[src/rtl/urdc_pkg.sv]
`default_nettype none

package urdc_pkg;

  localparam int unsigned WINDOW     = 5;
  localparam int unsigned TIMER_BITS = 16;

  localparam int unsigned TIME_W  = 16;
  localparam int unsigned SUM_W   = 20;
  localparam int unsigned LIM_W   = 8;
  localparam int unsigned BASE_W  = 15;
  localparam int unsigned TICK_W  = 14;
  localparam int unsigned LVL_W   = 7;
  localparam int unsigned MODE_W  = 2;
  localparam int unsigned CNT_W   = $clog2(WINDOW + 1);
  localparam int unsigned DIV_BITS = SUM_W;
  localparam int unsigned STEP_W  = $clog2(DIV_BITS);

  // floor(x / WINDOW) == (x * AVG_RECIP) >> AVG_SHIFT for every SUM_W-bit x
  localparam int unsigned AVG_SHIFT = SUM_W + $clog2(WINDOW);
  localparam int unsigned PROD_W    = AVG_SHIFT + SUM_W;
  localparam logic [PROD_W-1:0] AVG_RECIP =
    PROD_W'(((64'd1 << AVG_SHIFT) + 64'(WINDOW) - 64'd1) / 64'(WINDOW));

  localparam logic [TIME_W-1:0] TIME_MASK =
    TIME_W'((64'd1 << TIMER_BITS) - 64'd1);

  localparam logic CMD_EDGE   = 1'b0;
  localparam logic CMD_BUTTON = 1'b1;

  localparam logic REG_NEAR = 1'b0;
  localparam logic REG_FAR  = 1'b1;

  localparam logic [MODE_W-1:0] MODE_START = 2'd0;
  localparam logic [MODE_W-1:0] MODE_ON    = 2'd1;
  localparam logic [MODE_W-1:0] MODE_RANGE = 2'd2;
  localparam logic [MODE_W-1:0] MODE_OFF   = 2'd3;

  localparam logic [TICK_W-1:0] CMP_START  = 14'd7500;
  localparam logic [TICK_W-1:0] CMP_ON     = 14'd700;
  localparam logic [TICK_W-1:0] CMP_OFF    = 14'd10000;
  localparam logic [TICK_W-1:0] GAP_NORMAL = 14'd1500;
  localparam logic [TICK_W-1:0] GAP_OFF    = 14'd1000;

  localparam logic [LVL_W-1:0] LVL_MAX = 7'd100;

  localparam logic [LVL_W-1:0] CURVE [101] = '{
    7'd0,  7'd14, 7'd18, 7'd21, 7'd24, 7'd26, 7'd27, 7'd29, 7'd30, 7'd32, 7'd33,
    7'd34, 7'd35, 7'd36, 7'd37, 7'd38, 7'd39, 7'd40, 7'd41, 7'd42, 7'd43, 7'd44,
    7'd44, 7'd45, 7'd46, 7'd47, 7'd48, 7'd48, 7'd49, 7'd50, 7'd50, 7'd51, 7'd52,
    7'd53, 7'd53, 7'd54, 7'd55, 7'd55, 7'd56, 7'd56, 7'd57, 7'd58, 7'd58, 7'd59,
    7'd60, 7'd60, 7'd61, 7'd61, 7'd62, 7'd62, 7'd63, 7'd64, 7'd64, 7'd65, 7'd66,
    7'd66, 7'd67, 7'd67, 7'd68, 7'd69, 7'd69, 7'd70, 7'd70, 7'd71, 7'd72, 7'd72,
    7'd73, 7'd73, 7'd74, 7'd74, 7'd75, 7'd76, 7'd76, 7'd77, 7'd78, 7'd78, 7'd79,
    7'd79, 7'd80, 7'd81, 7'd82, 7'd82, 7'd83, 7'd83, 7'd84, 7'd85, 7'd85, 7'd86,
    7'd87, 7'd88, 7'd88, 7'd89, 7'd90, 7'd91, 7'd92, 7'd93, 7'd94, 7'd95, 7'd96,
    7'd98, 7'd100
  };

  // firing delay for an accepted level: 100 * curve[100 - level]
  function automatic logic [TICK_W-1:0] level_delay(input logic [LVL_W-1:0] level);
    logic [LVL_W-1:0] idx;
    logic [LVL_W-1:0] c;
    begin
      idx = LVL_MAX - level;
      c   = (idx <= LVL_MAX) ? CURVE[idx] : '0;
      level_delay = TICK_W'(c * 14'd100);
    end
  endfunction

  function automatic logic [TICK_W-1:0] fire_cmp(input logic [MODE_W-1:0] mode,
                                                 input logic [TICK_W-1:0] delay);
    begin
      case (mode)
        MODE_ON:    fire_cmp = CMP_ON;
        MODE_RANGE: fire_cmp = delay;
        MODE_OFF:   fire_cmp = CMP_OFF;
        default:    fire_cmp = CMP_START;
      endcase
    end
  endfunction

  function automatic logic [TICK_W-1:0] reload_val(input logic [MODE_W-1:0] mode,
                                                   input logic [TICK_W-1:0] delay);
    begin
      reload_val = fire_cmp(mode, delay) + ((mode == MODE_OFF) ? GAP_OFF : GAP_NORMAL);
    end
  endfunction

  typedef struct packed {
    logic take;         // input beat accepted
    logic load_now;     // result of an accepted beat goes straight to output
    logic div_avg;      // load window sum
    logic avg_mul;      // scale window sum to the average
    logic div_lvl;      // load divider: (avg - base) / (far - near)
    logic div_step;     // one quotient bit
    logic commit_zero;  // accept level 0
    logic commit_q;     // accept level from quotient
    logic load_done;    // result of a finished window goes to output
  } urdc_cmd_t;

  typedef struct packed {
    logic win_done;     // incoming beat closes a window
    logic div_last;     // divider on its final step
    logic lim_bad;      // far limit not above near limit
    logic avg_le_base;  // average at or below near distance
    logic lvl_over;     // level above 100
    logic out_free;     // output register can take a result this edge
  } urdc_sts_t;

endpackage

`default_nettype wire

[src/rtl/urdc_ctrl.sv]
`default_nettype none

module urdc_ctrl (
  input  wire logic             clk_i,
  input  wire logic             rst_ni,
  input  wire logic             in_valid_i,
  output logic                  in_stall_o,
  input  urdc_pkg::urdc_sts_t   sts_i,
  output urdc_pkg::urdc_cmd_t   cmd_o
);

  typedef enum logic [2:0] {
    ST_IDLE,
    ST_AVG,
    ST_CHECK,
    ST_DIV_LVL,
    ST_APPLY,
    ST_OUT
  } state_e;

  state_e state_q, state_d;
  logic   take;

  assign in_stall_o = !((state_q == ST_IDLE) && sts_i.out_free);
  assign take       = in_valid_i && !in_stall_o;

  always_comb begin
    cmd_o   = '0;
    state_d = state_q;
    case (state_q)
      ST_IDLE: begin
        cmd_o.take = take;
        if (take) begin
          if (sts_i.win_done) begin
            cmd_o.div_avg = 1'b1;
            state_d       = ST_AVG;
          end else begin
            cmd_o.load_now = 1'b1;
          end
        end
      end
      ST_AVG: begin
        cmd_o.avg_mul = 1'b1;
        state_d       = ST_CHECK;
      end
      ST_CHECK: begin
        if (sts_i.lim_bad) begin
          state_d = ST_OUT;
        end else if (sts_i.avg_le_base) begin
          cmd_o.commit_zero = 1'b1;
          state_d           = ST_OUT;
        end else begin
          cmd_o.div_lvl = 1'b1;
          state_d       = ST_DIV_LVL;
        end
      end
      ST_DIV_LVL: begin
        cmd_o.div_step = 1'b1;
        if (sts_i.div_last) state_d = ST_APPLY;
      end
      ST_APPLY: begin
        cmd_o.commit_q = !sts_i.lvl_over;
        state_d        = ST_OUT;
      end
      ST_OUT: begin
        if (sts_i.out_free) begin
          cmd_o.load_done = 1'b1;
          state_d         = ST_IDLE;
        end
      end
      default: state_d = ST_IDLE;
    endcase
  end

  always_ff @(posedge clk_i or negedge rst_ni) begin
    if (!rst_ni) begin
      state_q <= ST_IDLE;
    end else begin
      state_q <= state_d;
    end
  end

endmodule

`default_nettype wire

[src/rtl/urdc_dp.sv]
`default_nettype none

module urdc_dp (
  input  wire logic                           clk_i,
  input  wire logic                           rst_ni,
  input  wire logic                           cfg_we_i,
  input  wire logic                           cfg_idx_i,
  input  wire logic [urdc_pkg::LIM_W-1:0]     cfg_wdata_i,
  input  wire logic                           cmd_i,
  input  wire logic [urdc_pkg::TIME_W-1:0]    capture_time_i,
  output logic                                out_valid_o,
  input  wire logic                           out_stall_i,
  output logic [urdc_pkg::MODE_W-1:0]         mode_o,
  output logic [urdc_pkg::TICK_W-1:0]         fire_compare_o,
  output logic [urdc_pkg::TICK_W-1:0]         period_reload_o,
  output logic [urdc_pkg::LVL_W-1:0]          level_percent_o,
  output logic                                level_updated_o,
  output logic                                ranging_enabled_o,
  input  urdc_pkg::urdc_cmd_t                 ctl_i,
  output urdc_pkg::urdc_sts_t                 sts_o
);

  localparam int unsigned REM_W = urdc_pkg::LIM_W;

  logic [urdc_pkg::LIM_W-1:0]   near_q, far_q;
  logic [urdc_pkg::MODE_W-1:0]  mode_q, mode_d;
  logic                         phase_q, phase_d;
  logic [urdc_pkg::TIME_W-1:0]  rise_q, rise_d;
  logic [urdc_pkg::CNT_W-1:0]   cnt_q, cnt_d;
  logic [urdc_pkg::SUM_W-1:0]   sum_q, sum_d;
  logic [urdc_pkg::LVL_W-1:0]   level_q;
  logic [urdc_pkg::TICK_W-1:0]  delay_q;
  logic                         upd_q;

  logic [urdc_pkg::SUM_W-1:0]   quot_q;
  logic [REM_W-1:0]             rem_q;
  logic [REM_W-1:0]             dvs_q;
  logic [urdc_pkg::STEP_W-1:0]  step_q;

  logic [urdc_pkg::TIME_W-1:0]  t;
  logic [urdc_pkg::SUM_W-1:0]   sum_new;
  logic [urdc_pkg::CNT_W:0]     cnt_new;
  logic                         pair_ok;
  logic                         win_done;
  logic [urdc_pkg::BASE_W-1:0]  base;
  logic [REM_W:0]               trial;
  logic                         trial_ge;
  logic [urdc_pkg::PROD_W-1:0]  avg_prod;
  logic [urdc_pkg::MODE_W-1:0]  out_mode;

  assign t        = capture_time_i & urdc_pkg::TIME_MASK;
  assign base     = urdc_pkg::BASE_W'(near_q * 15'd100);
  assign pair_ok  = (cmd_i == urdc_pkg::CMD_EDGE) && (mode_q == urdc_pkg::MODE_RANGE) &&
                    phase_q && (t > rise_q);
  assign sum_new  = sum_q + urdc_pkg::SUM_W'(t - rise_q);
  assign cnt_new  = {1'b0, cnt_q} + 1'b1;
  assign win_done = pair_ok && (cnt_new >= (urdc_pkg::CNT_W + 1)'(urdc_pkg::WINDOW));

  always_comb begin
    mode_d  = mode_q;
    phase_d = phase_q;
    rise_d  = rise_q;
    cnt_d   = cnt_q;
    sum_d   = sum_q;
    if (cmd_i == urdc_pkg::CMD_BUTTON) begin
      mode_d = (mode_q == urdc_pkg::MODE_OFF) ? urdc_pkg::MODE_ON : mode_q + 1'b1;
    end else if (mode_q == urdc_pkg::MODE_RANGE) begin
      if (!phase_q) begin
        rise_d  = t;
        phase_d = 1'b1;
      end else begin
        phase_d = 1'b0;
        if (pair_ok) begin
          if (win_done) begin
            cnt_d = '0;
            sum_d = '0;
          end else begin
            cnt_d = cnt_new[urdc_pkg::CNT_W-1:0];
            sum_d = sum_new;
          end
        end
      end
    end
  end

  // window average by reciprocal multiply
  assign avg_prod = urdc_pkg::PROD_W'(quot_q) * urdc_pkg::AVG_RECIP;

  // restoring divider, one quotient bit per step
  assign trial    = {rem_q, quot_q[urdc_pkg::SUM_W-1]};
  assign trial_ge = trial >= {1'b0, dvs_q};

  assign out_mode = ctl_i.load_now ? mode_d : mode_q;

  assign sts_o.win_done    = win_done;
  assign sts_o.div_last    = step_q == urdc_pkg::STEP_W'(urdc_pkg::DIV_BITS - 1);
  assign sts_o.lim_bad     = far_q <= near_q;
  assign sts_o.avg_le_base = quot_q <= urdc_pkg::SUM_W'(base);
  assign sts_o.lvl_over    = quot_q > urdc_pkg::SUM_W'(urdc_pkg::LVL_MAX);
  assign sts_o.out_free    = !out_valid_o || !out_stall_i;

  always_ff @(posedge clk_i or negedge rst_ni) begin
    if (!rst_ni) begin
      near_q      <= 8'd3;
      far_q       <= 8'd30;
      mode_q      <= urdc_pkg::MODE_START;
      phase_q     <= 1'b0;
      rise_q      <= '0;
      cnt_q       <= '0;
      sum_q       <= '0;
      level_q     <= '0;
      delay_q     <= '0;
      upd_q       <= 1'b0;
      out_valid_o <= 1'b0;
    end else begin
      if (cfg_we_i) begin
        if (cfg_idx_i == urdc_pkg::REG_FAR) far_q <= cfg_wdata_i;
        else                                near_q <= cfg_wdata_i;
      end
      if (ctl_i.take) begin
        mode_q  <= mode_d;
        phase_q <= phase_d;
        rise_q  <= rise_d;
        cnt_q   <= cnt_d;
        sum_q   <= sum_d;
        upd_q   <= 1'b0;
      end
      if (ctl_i.commit_zero) begin
        level_q <= '0;
        delay_q <= urdc_pkg::level_delay('0);
        upd_q   <= 1'b1;
      end else if (ctl_i.commit_q) begin
        level_q <= quot_q[urdc_pkg::LVL_W-1:0];
        delay_q <= urdc_pkg::level_delay(quot_q[urdc_pkg::LVL_W-1:0]);
        upd_q   <= 1'b1;
      end
      if (ctl_i.load_now || ctl_i.load_done) begin
        out_valid_o <= 1'b1;
      end else if (!out_stall_i) begin
        out_valid_o <= 1'b0;
      end
    end
  end

  // divider and output payload
  always_ff @(posedge clk_i) begin
    if (ctl_i.div_avg) begin
      quot_q <= sum_new;
    end else if (ctl_i.avg_mul) begin
      quot_q <= avg_prod[urdc_pkg::AVG_SHIFT +: urdc_pkg::SUM_W];
    end else if (ctl_i.div_lvl) begin
      quot_q <= quot_q - urdc_pkg::SUM_W'(base);
      rem_q  <= '0;
      dvs_q  <= far_q - near_q;
      step_q <= '0;
    end else if (ctl_i.div_step) begin
      quot_q <= {quot_q[urdc_pkg::SUM_W-2:0], trial_ge};
      rem_q  <= trial_ge ? REM_W'(trial - {1'b0, dvs_q}) : trial[REM_W-1:0];
      step_q <= step_q + 1'b1;
    end
    if (ctl_i.load_now || ctl_i.load_done) begin
      mode_o            <= out_mode;
      fire_compare_o    <= urdc_pkg::fire_cmp(out_mode, delay_q);
      period_reload_o   <= urdc_pkg::reload_val(out_mode, delay_q);
      level_percent_o   <= level_q;
      level_updated_o   <= ctl_i.load_done && upd_q;
      ranging_enabled_o <= out_mode == urdc_pkg::MODE_RANGE;
    end
  end

endmodule

`default_nettype wire

[src/rtl/ultrasonic_range_dimmer_control_top.sv]
// channel  dir  handshake              payload
// in       in   in_valid_i/in_stall_o  cmd_i, capture_time_i
// out      out  out_valid_o/out_stall_i mode_o, fire_compare_o, period_reload_o,
//                                      level_percent_o, level_updated_o,
//                                      ranging_enabled_o
// cfg      in   cfg_we_i               cfg_idx_i, cfg_wdata_i
//
// A beat that does not close a window shows its result in the cycle after it is
// taken. A beat that closes a window passes ST_AVG, ST_CHECK and ST_OUT and,
// unless the level comes out zero or the limits are bad, the 20-step bit-serial
// level division; the window average is a constant reciprocal multiply. One item
// at a time; input stalls outside ST_IDLE or while a result is held.
// Reset (rst_ni low, async) clears mode, echo state and level; limits go to 3/30.
`default_nettype none

module ultrasonic_range_dimmer_control_top (
  input  wire logic                          clk_i,
  input  wire logic                          rst_ni,
  input  wire logic                          cfg_we_i,
  input  wire logic                          cfg_idx_i,
  input  wire logic [urdc_pkg::LIM_W-1:0]    cfg_wdata_i,
  input  wire logic                          in_valid_i,
  output logic                               in_stall_o,
  input  wire logic                          cmd_i,
  input  wire logic [urdc_pkg::TIME_W-1:0]   capture_time_i,
  output logic                               out_valid_o,
  input  wire logic                          out_stall_i,
  output logic [urdc_pkg::MODE_W-1:0]        mode_o,
  output logic [urdc_pkg::TICK_W-1:0]        fire_compare_o,
  output logic [urdc_pkg::TICK_W-1:0]        period_reload_o,
  output logic [urdc_pkg::LVL_W-1:0]         level_percent_o,
  output logic                               level_updated_o,
  output logic                               ranging_enabled_o
);

  urdc_pkg::urdc_cmd_t cmd;
  urdc_pkg::urdc_sts_t sts;

  urdc_ctrl u_ctrl (
    .clk_i      (clk_i),
    .rst_ni     (rst_ni),
    .in_valid_i (in_valid_i),
    .in_stall_o (in_stall_o),
    .sts_i      (sts),
    .cmd_o      (cmd)
  );

  urdc_dp u_dp (
    .clk_i             (clk_i),
    .rst_ni            (rst_ni),
    .cfg_we_i          (cfg_we_i),
    .cfg_idx_i         (cfg_idx_i),
    .cfg_wdata_i       (cfg_wdata_i),
    .cmd_i             (cmd_i),
    .capture_time_i    (capture_time_i),
    .out_valid_o       (out_valid_o),
    .out_stall_i       (out_stall_i),
    .mode_o            (mode_o),
    .fire_compare_o    (fire_compare_o),
    .period_reload_o   (period_reload_o),
    .level_percent_o   (level_percent_o),
    .level_updated_o   (level_updated_o),
    .ranging_enabled_o (ranging_enabled_o),
    .ctl_i             (cmd),
    .sts_o             (sts)
  );

endmodule

`default_nettype wire

[config.mk]
export PLATFORM = sky130hd
export DESIGN_NAME = ultrasonic_range_dimmer_control_top
export DESIGN_NICKNAME = d
export VERILOG_FILES = /design/src/rtl/urdc_pkg.sv /design/src/rtl/urdc_ctrl.sv /design/src/rtl/urdc_dp.sv /design/src/rtl/ultrasonic_range_dimmer_control_top.sv
export SDC_FILE = /design/constraint.sdc
export NUM_CORES = 1
export LEC_CHECK = 0
export BUFFER_PORTS_ARGS = -buffer_cell sky130_fd_sc_hd__buf_2
export CORE_MARGIN = 10
export CORE_UTILIZATION = 59
export DETAILED_ROUTE_END_ITERATION = 8
export PLACE_DENSITY = 0.83
export SLEW_MARGIN = 20
export SYNTH_ARGS = -nofsm -noshare
export SYNTH_HDL_FRONTEND = slang
export SYNTH_HIERARCHICAL = 1
export SYNTH_SLANG_ARGS = --single-unit
[constraint.sdc]
create_clock -name clk_i -period 6.3 [get_ports clk_i]
set_input_delay 0.945 -clock clk_i [delete_from_list [all_inputs] [get_ports clk_i]]
set_output_delay 0.945 -clock clk_i [all_outputs]
set_load 0.05 [all_outputs]
==> run summary, run 1 <==
Fin Setup TNS: 0 ns
Setup violations, final: 0
RSZ-0062 raised after global routing: true
Area Overhead vs Synth: 16.4%
Post-synth EDFFs: 76
Async SR Flop Fraction: 0.519
Num CTS Buffers: 17
Final WL: 53900 um
Fill cell count: 2351
Mean area per synthesized cell: 9.60 sq um
Antenna viol nets, final: 0
Vias per std cell: 5.94
# hold bufs at CTS: 0
Clock Sinks: 158
CTS tree: yes
Hold Slack: 0.411 ns
Minimum clock period: 6.24 ns
Setup crit start kind: register
CTS root buf: clkbuf_16
Post-Syn Area: 0.0198 sq mm
ANT cells: 0
Die ar.: 0.0413 sq mm
Die W: 203 um
Worst path bufs/invs: 7
R2R Setup Slk: 0.06 ns
Vias in the first global route: 16.4k
Most frequent cells in the layout: 317 x ha_1, 289 x inv_1, 160 x buf_4
R2r worst-path depth: 25
YS warnings: 6
Core ar.: 0.0328 sq mm
CP arrival: 6.41 ns
Layout Nets: 2802
Clock Latency Late Sink: 0.45 ns
Clock buffer depth: 2
Main flop type after synthesis: edfxtp_1
Largest net degree at the start of global routing: 57
DIE HEIGHT: 203 um
CP Capture Type: register
CP required: 6.47 ns
Status: completed
Peak Freq: 0.160 GHz
DR iter-0 viols: 1352
Commonest non-fill, non-tap cell in the layout: ha_1
Slew margin rel.: 0.374
Synthesized flop and latch total: 158
Clock-pin slew on the worst setup and hold paths: 0.07 ns
Total GRT Usage: 0.256
Count of pins over their slew limit: 0
Starting Density: 0.603
Critical path class: reg -> reg
Pre-CTS setup slack: -0.112 ns
CP delay by family, top: adder cells
Post-DP HPWL: 42500 um
Slowest-stage cell, CP: fa_1
Cell count after synthesis: 2060
Worst slew pin tran: 0.932 ns
Distinct cells, synth: 105
FF-to-FF Start: u_dp/quot_q[4]
Crit Path Max Fanout: 6
RePlAce Congestion: 1.00
Grt total ovfl: 0
Detailed Routing Iterations Pass 1: 5
Row count: 66
Htree depth: 4
IO Pins: 72
Residual DRC count: 0
First-pass GRT wire length: 84900 um
Crit. path cell count: 25
Initial antenna violation count: 0
Count of max-cap constraint violations: 0
FF-to-FF End: u_dp/quot_q[13]
Hold/Removal Path Class: in -> async
Final hold violations: 0
Clock Skews: 0.0180 ns
CP dominant cell by count: fa_1
Seq/Total Area, Yosys: 0.219
Tcrit/Tclk final: 0.990
Final Util: 0.702
Fraction of layout cells with a size suffix above 1: 0.192
Routed vias: 16.2k
IO buf count: 67
CP max stage delay: 0.54 ns
Routed wire per std cell: 19.8 um
Final worst slack: 0.0612 ns
-- cells by family (layout without fill, tap and decap cells) --
| family | Yosys count | after routing | share of synthesized area |
|---|---|---|---|
| DFF | 158 | 158 | 0.219 |
| muxes | 47 | 47 | 0.0259 |
| and+or+nand+nor | 429 | 429 | 0.106 |
| AOI/OAI and AO/OA | 433 | 433 | 0.150 |
| xor gates and xnor gates | 119 | 119 | 0.0538 |
| buffers and inverters | 372 | 592 | 0.0748 |
| other | 1 | 4 | 0.000190 |
| adders and majority gates | 501 | 501 | 0.370 |
-- routing by layer --
| layer | share of wire | GRT usage | vias up |
|---|---|---|---|
| met3 | 0.077 | 0.0482 | 126 |
| met2 | 0.48 | 0.428 | 681 |
| li1 | - | - | 7535 |
| met1 | 0.41 | 0.324 | 7851 |
| met4 | 0.035 | 0.0917 | 0 |
| met5 | 0 | 0 | - |
-- cells in the mapped netlist (5+ instances only) --
cell	instances	area, sq um
o31ai_1	18	135
nand2b_1	16	100
a21oi_2	7	61.3
or2_2	9	56.3
and3_1	14	87.6
a21o_1	35	263
a31oi_1	11	68.8
nor4_1	6	37.5
edfxtp_1	76	2280
and2_1	11	68.8
o21a_1	15	113
fa_1	139	2780
nor2b_1	29	181
a41oi_1	5	43.8
a211oi_1	17	128
nor3_1	32	160
buf_4	8	60.1
dfstp_2	6	158
inv_1	314	1180
buf_2	7	35.0
o21bai_1	9	67.6
o21ai_0	91	455
clkbuf_1	30	113
o211ai_1	17	128
o21ai_1	20	100
a21oi_1	101	505
ha_1	362	4530
buf_6	6	67.6
a221o_1	5	50.1
or3_1	6	37.5
nand4_1	14	87.6
a211o_1	8	70.1
mux2i_1	31	310
xor2_1	52	455
dfrtp_1	76	1900
nand2_1	135	507
nor2_1	103	387
nand3_1	25	125
xnor2_1	65	569
mux2_2	14	158
-- worst max path at each step --
| stage | from | endpoint | slack [ns] |
|---|---|---|---|
| 2_1_floorplan | u_dp/quot_q[2] | u_dp/quot_q[16] | 0.0006 |
| 3_3_place_gp | u_dp/quot_q[6] | u_dp/quot_q[15] | 0.03 |
| 3_5_place_dp | u_dp/quot_q[2] | u_dp/quot_q[16] | -0.11 |
| 4_1_cts | u_dp/quot_q[2] | u_dp/quot_q[16] | 0.0008 |
| 5_1_grt | u_dp/quot_q[14] | u_dp/quot_q[13] | -0.11 |
| 6_report | u_dp/quot_q[4] | u_dp/quot_q[13] | 0.06 |
-- state kept, by name (all words and copies together) (netlist names), 2 cells and up --
signal and cells:
u_ctrl/state_q 3, u_dp/cnt_q 3, u_dp/delay_q 12, u_dp/dvs_q 8
u_dp/far_q 8, u_dp/fire_compare_o 12, u_dp/level_percent_o 7, u_dp/level_q 7
u_dp/mode_o 2, u_dp/mode_q 2, u_dp/near_q 8, u_dp/period_reload_o 12
u_dp/quot_q 20, u_dp/rem_q 8, u_dp/rise_q 16, u_dp/step_q 5
u_dp/sum_q 20
-- what timing repair did --
item	CTS	global route
pin swaps	6	71
buffers inserted	16	46
gates resized for setup	17	112
setup endpoints to repair	2	20
gates cloned	0	0
-- worst reg2reg max path, cell delays in order (launching register included) --
cell       delay, ns
edfxtp_1        0.46
buf_6           0.18
ha_2            0.22
xor2_2          0.19
ha_2            0.18
a21o_1          0.18
ha_4            0.27
inv_2           0.03
fa_1            0.46
fa_1            0.54
inv_2           0.04
fa_1            0.47
inv_1           0.05
fa_1            0.49
inv_2           0.05
ha_4            0.27
o21a_1          0.12
o211ai_1        0.12
a2111o_1        0.43
buf_6           0.15
o21ai_4         0.20
buf_6           0.14
o211ai_1        0.14
a21oi_2         0.23
mux2i_1         0.21
o2111ai_1       0.14
-- final cells by class --
| type | count | area, sq um | share of cell area |
|---|---|---|---|
| sequential | 158 | 4340 | 0.189 |
| clock buffer | 22 | 485 | 0.0211 |
| inverter | 317 | 1200 | 0.0520 |
| tap | 442 | 553 | 0.0240 |
| clock inverter | 10 | 120 | 0.00522 |
| multi-input combinational | 1533 | 14600 | 0.634 |
| timing repair buffer | 243 | 1730 | 0.0752 |
-- through the flow --
stage	area, sq um	instances
5_1_grt	23000	2725
2_1_floorplan	19800	2063
3_3_place_gp	21300	2633
3_5_place_dp	21300	2633
6_report	23000	2725
4_1_cts	22100	2681
Power of run 1 is not shown: default switching activity piles up to over one toggle a cycle in this logic, so the estimate is an artifact.
==> run 2: changes to the inputs <==
--- a/config.mk
+++ b/config.mk
@@ -10,6 +10,7 @@
 export CORE_UTILIZATION = 59
 export DETAILED_ROUTE_END_ITERATION = 8
 export PLACE_DENSITY = 0.83
+export RECOVER_POWER = 50
 export SLEW_MARGIN = 20
 export SYNTH_ARGS = -nofsm -noshare
 export SYNTH_HDL_FRONTEND = slang
==> run summary, run 2 (synthesized netlist as in run 1, its figures left out) <==
Tcrit/Tclk final: 0.988 (was 0.990)
Grt total ovfl: 0 (unchanged)
Critical path class: reg -> reg (unchanged)
Peak Freq: 0.161 GHz (was 0.160 GHz)
RePlAce Congestion: 1.00 (unchanged)
Largest net degree at the start of global routing: 57 (unchanged)
Worst slew pin tran: 3.03 ns (was 0.932 ns)
Routed wire per std cell: 19.8 um (about the same)
Final Util: 0.700 (was 0.702)
Layout Nets: 2802 (unchanged)
Die W: 203 um (unchanged)
Hold/Removal Path Class: reg -> reg (was in -> async)
CP arrival: 6.39 ns (was 6.41 ns)
Minimum clock period: 6.23 ns (was 6.24 ns)
Total GRT Usage: 0.256 (unchanged)
Initial antenna violation count: 0 (unchanged)
Commonest non-fill, non-tap cell in the layout: ha_1 (unchanged)
CP Capture Type: register (unchanged)
Status: finished with violations (was completed)
First-pass GRT wire length: 84900 um (unchanged)
DIE HEIGHT: 203 um (unchanged)
Fill cell count: 2389 (was 2351)
Final WL: 53900 um (about the same)
DR iter-0 viols: 1352 (unchanged)
Routed vias: 16.2k (about the same)
Slew margin rel.: -1.02 (was 0.374)
Starting Density: 0.603 (unchanged)
Count of pins over their slew limit: 130 (was 0)
Die ar.: 0.0413 sq mm (unchanged)
Setup crit start kind: register (unchanged)
Final hold violations: 0 (unchanged)
Hold_sp: u_dp/level_q[2]
Area Overhead vs Synth: 16.0% (was 16.4%)
Residual DRC count: 0 (unchanged)
Top Registers: u_dp/quot_q x20, u_dp/sum_q x20, u_dp/rise_q x16 (unchanged)
Num CTS Buffers: 17 (unchanged)
RSZ-0062 raised after global routing: true (unchanged)
CP required: 6.47 ns (about the same)
Antenna viol nets, final: 0 (unchanged)
Htree depth: 4 (unchanged)
Clock Skews: 0.0193 ns (was 0.0180 ns)
Clock-pin slew on the worst setup and hold paths: 0.07 ns (about the same)
Detailed Routing Iterations Pass 1: 8 (was 5)
Crit path launch: u_dp/quot_q[8] (was u_dp/quot_q[4])
ANT cells: 0 (unchanged)
IO buf count: 67 (unchanged)
Clock buffer depth: 2 (unchanged)
FF-to-FF Start: u_dp/quot_q[8] (was u_dp/quot_q[4])
Vias in the first global route: 16.4k (unchanged)
CTS tree: yes (unchanged)
Row count: 66 (unchanged)
Fraction of layout cells with a size suffix above 1: 0.173 (was 0.192)
Setup violations, final: 0 (unchanged)
Core ar.: 0.0328 sq mm (unchanged)
Vias per std cell: 5.96 (was 5.94)
Clock Latency Late Sink: 0.45 ns (about the same)
Crit Path Max Fanout: 6 (unchanged)
Count of max-cap constraint violations: 3 (was 0)
IO Pins: 72 (unchanged)
Most frequent cells in the layout: 317 x ha_1, 289 x inv_1, 156 x buf_4 (was 317 x ha_1, 289 x inv_1, 160 x buf_4)
Failing checks: max-capacitance violations, max-slew violations
Clock Sinks: 158 (unchanged)
Post-DP HPWL: 42500 um (unchanged)
CTS root buf: clkbuf_16 (unchanged)
[run 2: what timing repair did]
item,4_1_cts,5_1_grt
setup endpoints to repair,2,20
pin swaps,6,71
gates resized for setup,17,112
hold buffers,0,0
setup buffers,16,46
[run 2: per-layer routing]
| metal | GRT usage | vias up | part of all wire | wire [um] |
|---|---|---|---|---|
| li1 | - | 7535 | - | - |
| met1 | 0.324 | 7897 | 0.41 | 21900 |
| met5 | 0 | - | 0 | 0 |
| met2 | 0.428 | 672 | 0.48 | 26000 |
| met4 | 0.0917 | 0 | 0.035 | 1870 |
| met3 | 0.0482 | 137 | 0.077 | 4170 |
[run 2: path summary, 6_finish.rpt]
kind                                                end  slack [ns]  cells after the start
worst max register to register          u_dp/quot_q[13]        0.07                     23
worst max-delay path                    u_dp/quot_q[13]        0.07                     23
max in group asynchronous              u_dp/delay_q[11]        1.87                      2
worst min register to register  u_dp/level_percent_o[2]        0.47                      0
worst min-delay path            u_dp/level_percent_o[2]        0.47                      0
min in group asynchronous                 u_dp/cnt_q[1]        0.87                      1
[run 2: critical path, cell delays in order, from the launching register on]
cell and delay, ns:
edfxtp_1 0.54, inv_2 0.11, ha_4 0.31, buf_6 0.16, ha_1 0.24, ha_1 0.30
inv_1 0.05, fa_1 0.48, inv_1 0.07, fa_1 0.53, fa_1 0.56, inv_1 0.06
fa_1 0.51, inv_1 0.05, ha_1 0.31, nand4_1 0.13, a2111o_1 0.35, buf_6 0.15
o21ai_4 0.20, buf_6 0.14, o211ai_1 0.14, a21oi_2 0.23, mux2i_1 0.21, o2111ai_1 0.13
[run 2: per-stage QoR]
stage               cell area (sq um)  hold WS [ns]  setup WS, ns  TNS, ns  std cells
floorplan                       19800         0.424      0.000551        0       2063
global placement                21300         0.435        0.0302        0       2633
detailed placement              21300         0.439        -0.112   -0.151       2633
CTS                             22100         0.405      0.000806        0       2681
global route                    22900         0.487        -0.113   -0.484       2725
finish                          22900         0.473        0.0746        0       2725
[run 2: layout make-up]
cell class / count / area (sq um) / share of cell area
clock inverter: 10 / 120 / 0.00524
tap: 442 / 553 / 0.0241
clock buffer: 22 / 485 / 0.0212
multi-input combinational: 1533 / 14600 / 0.635
inverter: 317 / 1200 / 0.0521
sequential: 158 / 4340 / 0.189
timing repair buffer: 243 / 1670 / 0.0727
Power of run 2 is left out for the same reason.
